File: config.mk
export PLATFORM = sky130hd
export DESIGN_NAME = ssp_sqrt
export DESIGN_NICKNAME = d
export VERILOG_FILES = /design/src/rtl/segmented_sieve_prime_count_macros.svh /design/src/rtl/ssp_sqrt.sv
export SDC_FILE = /design/constraint.sdc
export NUM_CORES = 1
export LEC_CHECK = 0
export BUFFER_PORTS_ARGS = -buffer_cell sky130_fd_sc_hd__buf_4
export CORE_MARGIN = 3
export CORE_UTILIZATION = 40
export CTS_BUF_LIST = sky130_fd_sc_hd__clkbuf_16
export DETAILED_ROUTE_END_ITERATION = 12
export GPL_ROUTABILITY_DRIVEN = 0
export SLEW_MARGIN = 10
export SYNTH_ARGS = -nofsm -noshare
export SYNTH_HDL_FRONTEND = slang
export SYNTH_SLANG_ARGS = --single-unit
File: constraint.sdc
create_clock -name clk -period 2.4 [get_ports clk]
set_input_delay 0.24 -clock clk [delete_from_list [all_inputs] [get_ports clk]]
set_output_delay 0.24 -clock clk [all_outputs]
set_load 0.02 [all_outputs]
File: src/rtl/segmented_sieve_prime_count_macros.svh
// Assertion helpers for the sieve RTL.
`ifndef SEGMENTED_SIEVE_PRIME_COUNT_MACROS_SVH
`define SEGMENTED_SIEVE_PRIME_COUNT_MACROS_SVH

// Same-cycle implication, disabled while reset is asserted.
`define SSP_ASSERT_NOW(label, clk, rst_n, ante, cons, msg) \
	label: assert property (@(posedge clk) disable iff (!rst_n) (ante) |-> (cons)) \
		else $error(msg);

// Next-cycle implication, disabled while reset is asserted.
`define SSP_ASSERT_NEXT(label, clk, rst_n, ante, cons, msg) \
	label: assert property (@(posedge clk) disable iff (!rst_n) (ante) |=> (cons)) \
		else $error(msg);

`endif

File: src/rtl/ssp_sqrt.sv
module ssp_sqrt #(
	parameter int IN_W   = 16,
	parameter int ROOT_W = 8
) (
	input  logic              clk,
	input  logic              arst_n,
	input  logic              start,
	input  logic [IN_W-1:0]   operand,
	output logic              busy,
	output logic [ROOT_W-1:0] root
);

	localparam int RAD_W  = 2 * ROOT_W;
	localparam int STEP_W = $clog2(ROOT_W + 1);

	logic [RAD_W-1:0]  rad_q;
	logic [ROOT_W:0]   rem_q;
	logic [ROOT_W-1:0] root_q;
	logic [STEP_W-1:0] step_q;
	logic              busy_q;

	logic [ROOT_W+1:0] rem_sh;
	logic [ROOT_W+1:0] trial;
	logic              fits;
	logic [ROOT_W+1:0] rem_sub;

	// Bring down the next two radicand bits and try the next root bit
	assign rem_sh  = {rem_q[ROOT_W-1:0], rad_q[RAD_W-1 -: 2]};
	assign trial   = {root_q, 2'b01};
	assign fits    = (rem_sh >= trial);
	assign rem_sub = rem_sh - trial;

	// Control: one root bit per cycle
	always_ff @(posedge clk or negedge arst_n) begin
		if (!arst_n) begin
			busy_q <= 1'b0;
			step_q <= '0;
		end else if (start) begin
			busy_q <= 1'b1;
			step_q <= '0;
		end else if (busy_q) begin
			step_q <= step_q + 1'b1;
			if (step_q == STEP_W'(ROOT_W - 1)) begin
				busy_q <= 1'b0;
			end
		end
	end

	// Datapath
	always_ff @(posedge clk) begin
		if (start) begin
			rad_q  <= RAD_W'(operand);
			rem_q  <= '0;
			root_q <= '0;
		end else if (busy_q) begin
			rad_q  <= rad_q << 2;
			rem_q  <= fits ? rem_sub[ROOT_W:0] : rem_sh[ROOT_W:0];
			root_q <= {root_q[ROOT_W-2:0], fits};
		end
	end

	assign busy = busy_q;
	assign root = root_q;

endmodule

==> reports/qor.json <==
{
  "synthToLayoutAreaGrowth_pct": 19.9,
  "maxCapViolations": 0,
  "setup_viol_count_final": 0,
  "drive_above_1_share_pct": 27.1,
  "die-height_um": 75.3,
  "cts_tree": "yes",
  "combinationalPowerShare_pct": 39.2,
  "post-route-drc-count": 0,
  "seq_area_frac_synth_pct": 48.2,
  "synthDominantAreaCellType": "edfxtp_1",
  "crit_required_ps": 2570,
  "rsz0062_at_grt": "false",
  "power_switching_share_pct": 33.5,
  "final_max_slew_viol_count": 0,
  "die_area_mm2": 0.00567,
  "power_leakage_nw": 1.01,
  "ctsResizeCount": 0,
  "post_synth_num_cell_types": 37,
  "p_switching_mw": 0.806,
  "total_power_mw": 2.40,
  "grt_antenna_before_repair": 0,
  "yosys.area_share.simple_pct": 11.8,
  "globalRouteOverflowTotal": 0,
  "data_arrival_critical_path_ps": 2300,
  "synth_async_sr_flop_share_pct": 13.5,
  "core_mm2": 0.00450,
  "routed-via-count": 1346,
  "postSynthNetCount": 202,
  "worst_setup_hold_path_clk_slew_ps": 60,
  "synthFlopType": "edfxtp_1",
  "final.setup.tns_ps": 0,
  "post_cts_setup_buffer_count": 0,
  "wire_length_per_cell_um": 14.7,
  "placement.io_buffers": 27,
  "synth-compound-area-share_pct": 9.26,
  "clk_root_buffer_cell": "clkbuf_16",
  "first_global_vias": 1350,
  "routed-wl-met3_um": 141,
  "min_period_ps": 2130,
  "netlist_instances": 172,
  "critical_path_fanouts_max": 5,
  "htreeDepth": 2,
  "floorplan.initialDensity_pct": 42.6,
  "synth_most_common_cell": "nor2_1",
  "skew_ps": 3.45,
  "n_fill_cell": 415,
  "clockPowerShare_pct": 26.0,
  "crit_path_end_kind": "register",
  "cellPowerDensity_mw_per_mm2": 1040,
  "highest_layer": "met4",
  "clock_sink_count": 37,
  "internal-power_mw": 1.60,
  "number_of_enable_flip_flop_cells_after_synthesis": 16,
  "setup.worst_path.class": "reg -> reg",
  "drt_met1_wl_mm": 1.68,
  "synth-adder-area-share_pct": 7.17,
  "routed_wirelength_mm": 3.74,
  "hold_path.class": "in -> reg",
  "io_pins": 28,
  "detailedPlacementHpwl_mm": 2.66,
  "final_min_period_over_clock_period_pct": 88.6,
  "pwr-share-seq_pct": 34.8,
  "largest_net_degree_at_the_start_of_global_routing": 35,
  "grt_pass1_wl_mm": 6.49,
  "combinational_family_with_the_most_area_after_synthesis": "multiplexers",
  "post_synth_instance_area_mm2": 0.00192,
  "timing_hold_violations_final": 0,
  "timing_worst_slew_pin_value_ps": 617,
  "netlist_top_cells_area": "edfxtp_1 (25%), dfxtp_1 (17%), mux2_2 (8.2%)",
  "global_route.usage.total_pct": 15.5,
  "route.antenna.remaining_nets": 0,
  "drt-pass1-iter-count": 4,
  "synth_xor_xnor_area_share_pct": 4.11,
  "synthesis.area_per_instance_um2": 11.2,
  "synth-seq-cells": 37,
  "worst_ir_drop_vdd_mv": 0.566,
  "chipWidth_um": 75.3,
  "initialDrtViolationCount": 68,
  "critPathLaunchType": "register",
  "clock_latency_ps": 280,
  "synthMuxAreaShare_pct": 14.5,
  "timing.hold.ws_ps": 249,
  "antenna_cells": 0,
  "synthesis.yosys.warnings": 0,
  "final_net_count": 232,
  "yosys-top-cells-count": "nor2_1 (20), dfxtp_1 (16), edfxtp_1 (16)",
  "run_status": "finished clean",
  "cts_buffers": 5,
  "share_of_yosys_cell_area_claimed_by_the_top_area_cell_type_pct": 25.0,
  "via_per_inst": 5.28,
  "clockBufferDepth": 2,
  "met2WireLength_mm": 1.86,
  "max_freq_mhz": 470,
  "relSlewSlack_pct": 58.8,
  "core.rowCount": 24
}
layout by cell type (no fill, tap or decap), types with 2 or more instances in the layout:
cell,n
clkinv_2,2
and2_1,4
dfxtp_1,16
nor2b_1,2
nand2b_1,3
o31ai_1,2
a211oi_1,3
o21ai_0,3
xnor2_1,5
inv_1,11
a32oi_1,3
nor2_1,20
nand4_1,2
ha_1,11
buf_4,29
xor2_1,4
o21ai_1,3
mux2i_1,12
clkbuf_16,5
nand2_1,8
a21oi_1,7
dfrtp_1,5
edfxtp_1,16
mux2_2,14
power groups by stage:
stage / Combinational [mW] / Clock [mW] / Sequential (mW)
2_1_floorplan: 0.744 / 0 / 0.839
4_1_cts: 0.938 / 0.643 / 0.836
3_3_place_gp: 0.909 / 0 / 0.846
3_5_place_dp: 0.925 / 0 / 0.848
5_1_grt: 1.06 / 0.681 / 0.849
6_report: 0.942 / 0.625 / 0.837
timing repair:
item,CTS,global route
setup endpoints to repair,0,0
hold buffers,1,0
hold endpoints to repair,5,0
final cells by class:
| class | instances | area (um2) | area share, % |
|---|---|---|---|
| Sequential cell | 37 | 926 | 40.2 |
| Multi-Input combinational cell | 117 | 898 | 39.0 |
| Timing Repair Buffer | 30 | 228 | 9.90 |
| Clock buffer | 5 | 125 | 5.44 |
| Tap cell | 52 | 65.1 | 2.83 |
| Inverter | 11 | 41.3 | 1.79 |
| Clock inverter | 3 | 17.5 | 0.761 |
path summary, 6_finish.rpt:
check	cells past startpoint	endpoint	slack (ps)	from
min in group asynchronous	2	step_q[3]$_DFFE_PN0P_	300	arst_n
max in group asynchronous	2	step_q[0]$_DFFE_PN0P_	2000	arst_n
setup reg to reg	7	rem_q[7]$_SDFFE_PP0P_	270	root[4]$_SDFFE_PP0P_
hold reg to reg	2	rem_q[7]$_SDFFE_PP0P_	500	rem_q[7]$_SDFFE_PP0P_
hold / removal	2	rad_q[1]$_SDFFCE_PN0P_	250	operand[1]
setup / recovery	7	rem_q[7]$_SDFFE_PP0P_	270	root[4]$_SDFFE_PP0P_
per-layer routing:
layer,vias up,global-route usage (%)
met2,23,24.1
li1,678,-
met5,-,0
met3,5,5.07
met1,640,20.2
met4,0,5.83
flip-flops by register name, summed over array words and instances, names as in the netlist:
signal and count:
rad_q 16, rem_q 8, root 8, step_q 4
busy 1
metrics by stage:
| stage | instance area (um2) | util [%] | cells | setup WS (ps) |
|---|---|---|---|---|
| 2_1_floorplan | 1920 | - | 172 | 306 |
| 3_3_place_gp | 2150 | 47.7 | 246 | 335 |
| 3_5_place_dp | 2150 | 47.7 | 246 | 307 |
| 4_1_cts | 2300 | 51.1 | 255 | 282 |
| 5_1_grt | 2300 | 51.1 | 255 | 168 |
| 6_report | 2300 | 51.1 | 255 | 273 |
critical path: stages, from the launching register on:
cell and delay (ps):
dfxtp_1 380, inv_1 60, ha_1 360, a21oi_1 240, or4b_2 610, o21ai_0 190, or4_1 140, nand2_1 40
cell families after synthesis:
| family | after synthesis |
|---|---|
| AO/OA/AOI/OAI | 26 |
| AND/OR/NAND/NOR | 45 |
| buffers and inverters | 18 |
| XOR/XNOR | 9 |
| adder cells (fa/ha/maj) | 11 |
| flip-flops | 37 |
| multiplexers | 26 |
Power figures use the tool's default switching activity.
